==> src/rtl/hmpc_pkg.sv <==
// Types and constants shared by the hue match pixel classifier.
// No dependencies.
package hmpc_pkg;
	localparam logic [31:0] MARK_COLOUR = 32'hff039dfd;
	localparam logic [7:0]  ALPHA_OPAQUE = 8'hff;
	localparam logic [14:0] FULL_TURN = 15'd23040;
	localparam logic [11:0] SIXTY_DEG = 12'd3840;
	localparam logic signed [15:0] BLACK_HUE = -16'sd64;
	localparam logic CFG_TARGET_HUE = 1'b0;
	localparam logic CFG_MATCH_THRESHOLD = 1'b1;
	localparam int DIV_STEPS = 15;

	typedef struct packed {
		logic [7:0] pixel_red;
		logic [7:0] pixel_green;
		logic [7:0] pixel_blue;
	} in_item_t;

	typedef struct packed {
		logic [31:0] out_pixel;
		logic        matched;
		logic signed [15:0] pixel_hue;
	} out_item_t;

	// front to back: numerator and divisor, or a fixed hue
	typedef struct packed {
		logic [14:0] numer;
		logic [7:0]  den;
		logic        fixed;
		logic signed [15:0] fixed_hue;
	} job_t;
endpackage

==> src/rtl/hmpc_front.sv <==
// Front part: accepts pixels, finds max/min and forms the hue numerator.
// Depends on hmpc_pkg.
module hmpc_front (
	input  logic clk,
	input  logic arst_n,
	input  logic in_valid,
	input  hmpc_pkg::in_item_t in_item,
	output logic in_ready,
	output logic job_valid,
	output hmpc_pkg::job_t job,
	input  logic job_ready
);
	import hmpc_pkg::*;
	logic [7:0] r, g, b, mx, mn, d;
	logic [15:0] num_w;
	job_t job_w;
	logic valid_q;
	job_t job_q;

	assign r = in_item.pixel_red;
	assign g = in_item.pixel_green;
	assign b = in_item.pixel_blue;

	always_comb begin
		mx = r;
		if (g > mx) mx = g;
		if (b > mx) mx = b;
		mn = r;
		if (g < mn) mn = g;
		if (b < mn) mn = b;
		d = mx - mn;
		// numerator in sixty-degree units scaled later; product < 23040*d
		if (r == mx) begin
			if (g >= b) num_w = {8'd0, g - b};
			else num_w = 16'd6 * {8'd0, d} - {8'd0, b - g};
		end else if (g == mx) begin
			num_w = 16'd2 * {8'd0, d} + {8'd0, b} - {8'd0, r};
		end else begin
			num_w = 16'd4 * {8'd0, d} + {8'd0, r} - {8'd0, g};
		end
		job_w.numer = num_w[14:0];
		job_w.den = d;
		job_w.fixed = (mx == 8'd0) || (d == 8'd0);
		job_w.fixed_hue = (mx == 8'd0) ? BLACK_HUE : 16'sd0;
	end

	assign in_ready = !valid_q || job_ready;
	assign job_valid = valid_q;
	assign job = job_q;

	always_ff @(posedge clk or negedge arst_n) begin
		if (!arst_n) valid_q <= 1'b0;
		else if (in_ready) valid_q <= in_valid;
	end
	always_ff @(posedge clk) begin
		if (in_ready && in_valid) job_q <= job_w;
	end
endmodule

==> src/rtl/hmpc_queue.sv <==
// Short queue between front and back parts.
// Depends on hmpc_pkg.
module hmpc_queue #(
	parameter int DEPTH = 4
) (
	input  logic clk,
	input  logic arst_n,
	input  logic wr_valid,
	input  hmpc_pkg::job_t wr_data,
	output logic wr_ready,
	output logic rd_valid,
	output hmpc_pkg::job_t rd_data,
	input  logic rd_ready
);
	import hmpc_pkg::*;
	localparam int AW = (DEPTH > 1) ? $clog2(DEPTH) : 1;
	job_t mem_q [DEPTH];
	logic [AW-1:0] wp_q, rp_q;
	logic [AW:0] cnt_q;
	logic wr, rd;

	assign wr_ready = cnt_q != (AW+1)'(DEPTH);
	assign rd_valid = cnt_q != '0;
	assign rd_data = mem_q[rp_q];
	assign wr = wr_valid && wr_ready;
	assign rd = rd_valid && rd_ready;

	always_ff @(posedge clk or negedge arst_n) begin
		if (!arst_n) begin
			wp_q <= '0;
			rp_q <= '0;
			cnt_q <= '0;
		end else begin
			if (wr) wp_q <= (wp_q == AW'(DEPTH-1)) ? '0 : wp_q + 1'b1;
			if (rd) rp_q <= (rp_q == AW'(DEPTH-1)) ? '0 : rp_q + 1'b1;
			cnt_q <= cnt_q + (AW+1)'(wr) - (AW+1)'(rd);
		end
	end
	always_ff @(posedge clk) begin
		if (wr) mem_q[wp_q] <= wr_data;
	end
endmodule

==> src/rtl/hmpc_back.sv <==
// Back part: pipelined divide, distance, match and grey level, output register.
// Depends on hmpc_pkg.
module hmpc_back (
	input  logic clk,
	input  logic arst_n,
	input  logic job_valid,
	input  hmpc_pkg::job_t job,
	output logic job_ready,
	input  logic [14:0] target_hue,
	input  logic [14:0] match_threshold,
	output logic out_valid,
	output hmpc_pkg::out_item_t out_item,
	input  logic out_ready
);
	import hmpc_pkg::*;
	// stage 0: scale numerator by 3840
	localparam int NW = 23;
	logic v_s1;
	logic [NW-1:0] n_s1;
	logic [7:0] d_s1;
	logic fx_s1;
	logic signed [15:0] fh_s1;
	// divider pipeline: restoring, one quotient bit per stage
	logic [DIV_STEPS-1:0] v_d;
	logic [NW-1:0] rem_d [DIV_STEPS+1];
	logic [14:0] quo_d [DIV_STEPS+1];
	logic [7:0] den_d [DIV_STEPS+1];
	logic fx_d [DIV_STEPS+1];
	logic signed [15:0] fh_d [DIV_STEPS+1];
	// distance stage
	logic v_s2;
	logic signed [15:0] h_s2;
	logic [15:0] dist_s2;
	// grey level stage
	logic v_s3;
	logic signed [15:0] h_s3;
	logic hit_s3;
	logic [7:0] lvl_s3;
	logic adv;
	logic signed [16:0] diff;
	logic signed [15:0] h_w;
	logic [32:0] recip;

	// whole pipe stalls together when the output register is held
	assign adv = !out_valid || out_ready;
	assign job_ready = adv;

	always_ff @(posedge clk or negedge arst_n) begin
		if (!arst_n) begin
			v_s1 <= 1'b0;
			v_d <= '0;
			v_s2 <= 1'b0;
			v_s3 <= 1'b0;
			out_valid <= 1'b0;
		end else if (adv) begin
			v_s1 <= job_valid;
			// v_d[k] marks the data in rem_d[k+1]
			v_d <= {v_d[DIV_STEPS-2:0], v_s1};
			v_s2 <= v_d[DIV_STEPS-1];
			v_s3 <= v_s2;
			out_valid <= v_s3;
		end
	end

	assign rem_d[0] = n_s1;
	assign quo_d[0] = '0;
	assign den_d[0] = d_s1;
	assign fx_d[0] = fx_s1;
	assign fh_d[0] = fh_s1;

	genvar i;
	generate
		for (i = 0; i < DIV_STEPS; i++) begin : g_div
			localparam int SH = DIV_STEPS - 1 - i;
			logic [NW-1:0] rem_q;
			logic [14:0] quo_q;
			logic [7:0] den_q;
			logic fx_q;
			logic signed [15:0] fh_q;
			logic [NW+SH-1:0] sub_w;
			logic ge_w;
			always_comb begin
				sub_w = {{SH{1'b0}}, den_d[i], {(NW-8){1'b0}}} >> (NW - 8 - SH);
				ge_w = {{SH{1'b0}}, rem_d[i]} >= sub_w;
			end
			always_ff @(posedge clk) begin
				if (adv) begin
					rem_q <= ge_w ? NW'({{SH{1'b0}}, rem_d[i]} - sub_w) : rem_d[i];
					quo_q <= quo_d[i] | (ge_w ? 15'(1 << SH) : 15'd0);
					den_q <= den_d[i];
					fx_q <= fx_d[i];
					fh_q <= fh_d[i];
				end
			end
			assign rem_d[i+1] = rem_q;
			assign quo_d[i+1] = quo_q;
			assign den_d[i+1] = den_q;
			assign fx_d[i+1] = fx_q;
			assign fh_d[i+1] = fh_q;
		end
	endgenerate

	always_comb begin
		h_w = fx_d[DIV_STEPS] ? fh_d[DIV_STEPS] : $signed({1'b0, quo_d[DIV_STEPS]});
		diff = $signed({2'b00, target_hue}) - {h_w[15], h_w};
	end

	// floor(dist/90) for dist < 32832: reciprocal 2^23/90 rounded up
	assign recip = {17'd0, dist_s2} * 33'd93207;

	always_ff @(posedge clk) begin
		if (adv) begin
			n_s1 <= NW'(job.numer) * NW'(SIXTY_DEG);
			d_s1 <= job.den;
			fx_s1 <= job.fixed;
			fh_s1 <= job.fixed_hue;
			h_s2 <= h_w;
			dist_s2 <= diff[16] ? 16'(-diff) : diff[15:0];
			h_s3 <= h_s2;
			hit_s3 <= dist_s2 < {1'b0, match_threshold};
			lvl_s3 <= recip[30:23];
			out_item.pixel_hue <= h_s3;
			out_item.matched <= hit_s3;
			out_item.out_pixel <= hit_s3 ? MARK_COLOUR : {ALPHA_OPAQUE, lvl_s3, lvl_s3, lvl_s3};
		end
	end
endmodule

==> src/rtl/hue_match_pixel_classifier.sv <==
// Top level of the hue match pixel classifier: registers, front, queue, back.
// Depends on hmpc_pkg, hmpc_front, hmpc_queue, hmpc_back.
// One pixel per clock sustained while results are popped; a pixel passes the
// front register, the queue and the 15-stage restoring divider in the back part.
// A small queue decouples front and back; results wait in an output register.
module hue_match_pixel_classifier #(
	parameter int QUEUE_DEPTH = 4
) (
	input  logic clk,
	input  logic arst_n,
	input  logic push,
	input  hmpc_pkg::in_item_t in_item,
	output logic full,
	output logic empty,
	output hmpc_pkg::out_item_t out_item,
	input  logic pop,
	input  logic cfg_we,
	input  logic cfg_index,
	input  logic [14:0] cfg_data
);
	import hmpc_pkg::*;
	logic [14:0] target_q, thresh_q;
	logic in_ready, f_valid, f_ready, b_valid, b_ready, out_valid;
	job_t f_job, b_job;

	always_ff @(posedge clk or negedge arst_n) begin
		if (!arst_n) begin
			target_q <= '0;
			thresh_q <= '0;
		end else if (cfg_we) begin
			case (cfg_index)
				CFG_TARGET_HUE: target_q <= cfg_data;
				CFG_MATCH_THRESHOLD: thresh_q <= cfg_data;
				default: ;
			endcase
		end
	end

	assign full = !in_ready;
	assign empty = !out_valid;

	hmpc_front u_front (.clk, .arst_n, .in_valid(push), .in_item, .in_ready,
		.job_valid(f_valid), .job(f_job), .job_ready(f_ready));
	hmpc_queue #(.DEPTH(QUEUE_DEPTH)) u_queue (.clk, .arst_n, .wr_valid(f_valid),
		.wr_data(f_job), .wr_ready(f_ready), .rd_valid(b_valid), .rd_data(b_job),
		.rd_ready(b_ready));
	hmpc_back u_back (.clk, .arst_n, .job_valid(b_valid), .job(b_job),
		.job_ready(b_ready), .target_hue(target_q), .match_threshold(thresh_q),
		.out_valid, .out_item, .out_ready(pop));
endmodule

==> config.mk <==
export PLATFORM = sky130hd
export DESIGN_NAME = hue_match_pixel_classifier
export DESIGN_NICKNAME = d
export VERILOG_FILES = /design/src/rtl/hmpc_pkg.sv /design/src/rtl/hmpc_front.sv /design/src/rtl/hmpc_queue.sv /design/src/rtl/hmpc_back.sv /design/src/rtl/hue_match_pixel_classifier.sv
export SDC_FILE = /design/constraint.sdc
export NUM_CORES = 2
export LEC_CHECK = 0
export BUFFER_PORTS_ARGS = -buffer_cell sky130_fd_sc_hd__buf_2
export CAP_MARGIN = 10
export CORE_MARGIN = 1.5
export CORE_UTILIZATION = 35
export DETAILED_ROUTE_END_ITERATION = 7
export PLACE_DENSITY = 0.62
export SYNTH_ARGS = -nofsm -noshare
export SYNTH_HDL_FRONTEND = slang
export SYNTH_SLANG_ARGS = --single-unit
==> constraint.sdc <==
create_clock -name clk -period 19.7 [get_ports clk]
set_input_delay 1.97 -clock clk [delete_from_list [all_inputs] [get_ports clk]]
set_output_delay 1.97 -clock clk [all_outputs]
set_load 0.1 [all_outputs]
# After elaboration in Yosys (flattened, before gate mapping)
# Memory sizes are Yosys's and may differ from the RTL's.
# Index checks and enable logic that the tools add are counted.
# word_totals
wordCells	232
mem_bits_ro	0
reg_bits	1157
out_inout_bits	51
memories	1
latchBits	0
ramBits	160
# mem_list
memory	words	width	read_ports	rd_ports_with_merged_regs	wr	line_no	rtl
u_queue.mem_q	4	40	1	0	1	hmpc_queue.sv:17	job_t mem_q [DEPTH];
# classes
reduce_logical	14
n_eq_ne	5
n_bitwise	15
magnitude_cmp	21
addsub	28
div	0
muxes	43
n_shift	0
mul	3
# ops
op	n
23-bit two-way mux	14
15-bit bitwise OR	14
15-bit two-way mux	4
16-bit two-way mux	3
8-bit two-way mux	5
16-bit by 17-bit multiplier with 31-bit output (second input constant)	1
15-bit by 8-bit subtractor with 15-bit output	2
8-bit subtractor	3
23-bit by 10-bit >= comparator with 1-bit output	1
23-bit by 11-bit >= comparator with 1-bit output	1
23-bit by 12-bit >= comparator with 1-bit output	1
23-bit by 13-bit >= comparator with 1-bit output	1
23-bit by 14-bit >= comparator with 1-bit output	1
23-bit by 15-bit >= comparator with 1-bit output	1
23-bit by 16-bit >= comparator with 1-bit output	1
23-bit by 17-bit >= comparator with 1-bit output	1
23-bit by 18-bit >= comparator with 1-bit output	1
23-bit by 19-bit >= comparator with 1-bit output	1
23-bit by 20-bit >= comparator with 1-bit output	1
23-bit by 21-bit >= comparator with 1-bit output	1
23-bit by 22-bit >= comparator with 1-bit output	1
23-bit by 8-bit >= comparator with 1-bit output	1
23-bit by 9-bit >= comparator with 1-bit output	1
23-bit by 10-bit subtractor with 23-bit output	1
50 further kinds	67

# Depth between registers and ports, before layout
# logic_depth
ltp_word	9
ltp_mapped	39
depth_no_buf	38

# Hierarchy
# From an unflattened synthesis, not the netlist that was laid out.
# hier_totals
cells_unflattened	3952
hier_area_um2	54648.7
# modules_own_cells
mod	area_each_um2	instances	cells_each	seq_area_each_um2
hmpc_back	41806.3	1	2989	26120.1
hmpc_queue	6208.5	1	248	4979.8
hmpc_front	5451.5	1	648	685.7
hue_match_pixel_classifier	1182.4	1	67	750.7

# Worst setup path before layout
# No wires, ideal clock.
# synth_path
kind	input-to-reg
start	in pop
end	reg u_back.v_d[10]
stages	4
setup_slack_ns	-1.869
required_time_ns	19.541
t_arrival_ns	21.410
path_cell_list	nand2b_1 clkbuf_1 buf_1 mux2_2
# synth_between
elab_chain_len	1
# synth_lines
item	line_no	rtl
from (decl)	hue_match_pixel_classifier.sv:16	input logic pop,
1-bit logical OR	hmpc_back.sv:45	assign adv = !out_valid || out_ready;
to (signal assigned)	hmpc_back.sv:58	v_d <= {v_d[DIV_STEPS-2:0], v_s1};
to (decl)	hmpc_back.sv:24	logic [DIV_STEPS-1:0] v_d;
# No other way between the ends.
# A chain may end at the register's enable or synchronous reset.

==> results.md <==
- Status: finished, final reports clean
- Clk Latency, worst-skew pair: 0.64 ns
- Clk sinks: 796
- Pre-Repair DR Iteration Count: 5
- Final Net Count: 4235
- Top cell type's share of synthesized area: 0.501
- I/O Buffers: 87
- Slew Limit Fails: 0
- CTS buffer count: 83
- Warnings, synthesis: 0
- Clk root buf: clkbuf_16
- CTS max path bufs: 3
- Post-Route Setup TNS: 0 ns
- Synth Instances: 3537
- Critical Path Start Type: input port
- Detailed Place HPWL: 61.8 mm
- Cts hold-fix bufs: 0
- Most used flip-flop cell after synthesis: edfxtp_1
- Area Overhead vs Synth: 11.7%
- Largest net degree at the start of global routing: 208
- Gpl congestion: 0.875
- Initial core utilization: 0.353
- Vias/cell: about 4.8
- Place WS: 8.98 ns
- Number of flops mapped to enable cells by yosys: ~740
- Fin crit period: about 10 ns
- ANT cells: 0
- # placed instances: roughly 5200
- Postcts setup bufs: 0
- CTS tree: built
- Final Hold Vio Count: 0
- Kind of critical path: input port to register
- Die Wd: about 360 um
- Initial antenna violation count: 0
- First-pass GRT wire length: 134 mm
- Die Ht: approximately 360 um
- Worst-path clk slew: 0.06 ns
- Slowest stage delay, CP: approximately 0.70 ns
- Setup slack after layout: approximately 9.5 ns
- Synth top cells by count: edfxtp_1 (739), inv_1 (434), ha_1 (386), a21oi_1 (198), nor2_1 (197)
- Slew margin rel.: 0.241
- Remaining antenna violation count after routing: 0
- CTS H-tree lvls: 3
- Netlist cell types: 91
- GRT Overall Usage: 0.130
- Vias in the first global route: 26153
- Crit-path slowest cell: nor2_1
- Core area: 0.126 mm^2
- RSZ-0062 raised after global routing: false
- Routed wire length per instance: about 15 um
- Synth async-reset ratio: 0.0716
- Mean Syn Cell Area: 12.5 um^2
- Max FO, Critical Path: 13
- Area of the mapped netlist: approximately 0.044 mm^2
- Hold WC Path Type: register to register
- WL final: 83.0 mm
- Final period utilization: 0.517
- Yosys reg bits: slightly below 800
- Die ar.: around 0.13 mm^2
- Fmax: 0.0981 GHz
- Clk_skew: 0.0276 ns
- Most common cell in the netlist: edfxtp_1
- Max-cap violations: 0
- Total grt overflow: 0
- Crit path arrival time: 10.68 ns
- Sequential share of the synthesized area: 0.533
- Ports: 96
- Iteration-0 DRC Markers: 1355
- Row count: 130
- Yosys top cell by area: edfxtp_1
- Number of gates resized after CTS: 0
- Critical path required time: 20.19 ns
- Final Instance Count excl. Fillers: between 5000 and 6000
- # setup viols final: 0
- Synth top area cells: edfxtp_1 (50%), ha_1 (11%), fa_1 (5.9%)
- Endpoint type of the worst setup path: register
- Fin util: 0.394
- DR DRC count: 0
- Vias after detailed routing: 25759
- Share of cells above drive strength 1: 0.0947
- Worst-Margin Slew: 1.14 ns
==> state kept, by name, summed over array words and instances, names as in the netlist, 2 cells and up <==
register / cells
target_q: 15
thresh_q: 15
u_back.d_s1: 8
u_back.dist_s2: 16
u_back.g_div.den_q: 112
u_back.g_div.fh_q: 15
u_back.g_div.fx_q: 15
u_back.g_div.quo_q: 120
u_back.g_div.rem_q: 238
u_back.h_s2: 16
u_back.h_s3: 16
u_back.lvl_s3: 8
u_back.n_s1: 15
u_back.out_item: 32
u_back.v_d: 15
u_front.job: 25
u_queue.cnt_q: 3
u_queue.mem_q: 100
u_queue.rp_q: 2
u_queue.wp_q: 2
==> cells by family after synthesis <==
family,count (synthesis),share of synthesized area
xor+xnor,273,0.0546
fa+ha+maj,516,0.168
flops,796,0.533
other cells,1,0.0000846
simple gates,756,0.0856
buf+inv,498,0.0437
compound gates,606,0.0861
mux,91,0.0291
==> area by class of cell <==
| class | instances | area [um^2] |
|---|---|---|
| inverters | 435 | 1630 |
| well taps | 1650 | 2060 |
| flip-flops and latches | 796 | 23600 |
| fillers | 11835 | 76100 |
| multi-input cells | 2250 | 18800 |
| clock buffers | 96 | 2170 |
| clock inverters | 55 | 603 |
| repair buffers | 108 | 618 |
==> worst max-delay path, delay by kind of cell <==
family          cells  cell delay (ns)
simple gates       10             2.68
buf+inv             3             0.47
fa+ha+maj           6             2.13
xor+xnor            2             0.74
compound gates     11             2.36
mux                 1             0.35
==> per-stage QoR <==
step                hold WS [ns]  cell area [um^2]
floorplan                  0.400             44300
global placement           0.401             46700
detailed placement         0.405             46700
CTS                        0.402             49500
global route               0.407             49500
finish                     0.396             49500
==> cells in the final DEF (no fill, tap or decap), types with 35 or more instances in the layout <==
cell	count
ha_1	386
dfrtp_1	57
nor3_1	54
nand3_1	37
nand2b_1	60
o21ai_0	147
mux2_2	54
nor4_1	35
nand2_1	175
buf_2	87
fa_1	130
xor2_1	90
nor2_1	197
a21oi_1	198
nor2b_1	49
edfxtp_1	739
inv_1	434
a21o_1	109
clkbuf_16	84
xnor2_1	180
==> per-layer routing <==
| metal | share of wire | routed length [um] | vias to the layer above | track usage |
|---|---|---|---|---|
| met3 | 0.029 | 2400 | 117 | 0.0164 |
| met4 | 0.024 | 1980 | 0 | 0.0361 |
| met5 | 0 | 0 | - | 0 |
| met1 | 0.45 | 37600 | 12436 | 0.164 |
| met2 | 0.49 | 41000 | 351 | 0.231 |
| li1 | - | - | 12855 | - |
==> path summary, 6_finish.rpt <==
check	cells past startpoint	end	from	slack [ns]
setup / recovery	33	u_front.job[35]	in_item[9]	9.51
hold / removal	0	u_back.g_div[14].fx_q	u_back.g_div[13].fx_q	0.40
setup reg to reg	17	u_back.lvl_s3[7]	u_back.dist_s2[8]	13.11
hold reg to reg	0	u_back.g_div[14].fx_q	u_back.g_div[13].fx_q	0.40
max in group asynchronous	2	u_back.v_d[2]	arst_n	17.65
min in group asynchronous	1	thresh_q[7]	arst_n	1.12
Power is left out: the tool's default activity adds up to more than one toggle a clock period on the data nets, which glitch-free logic cannot reach.
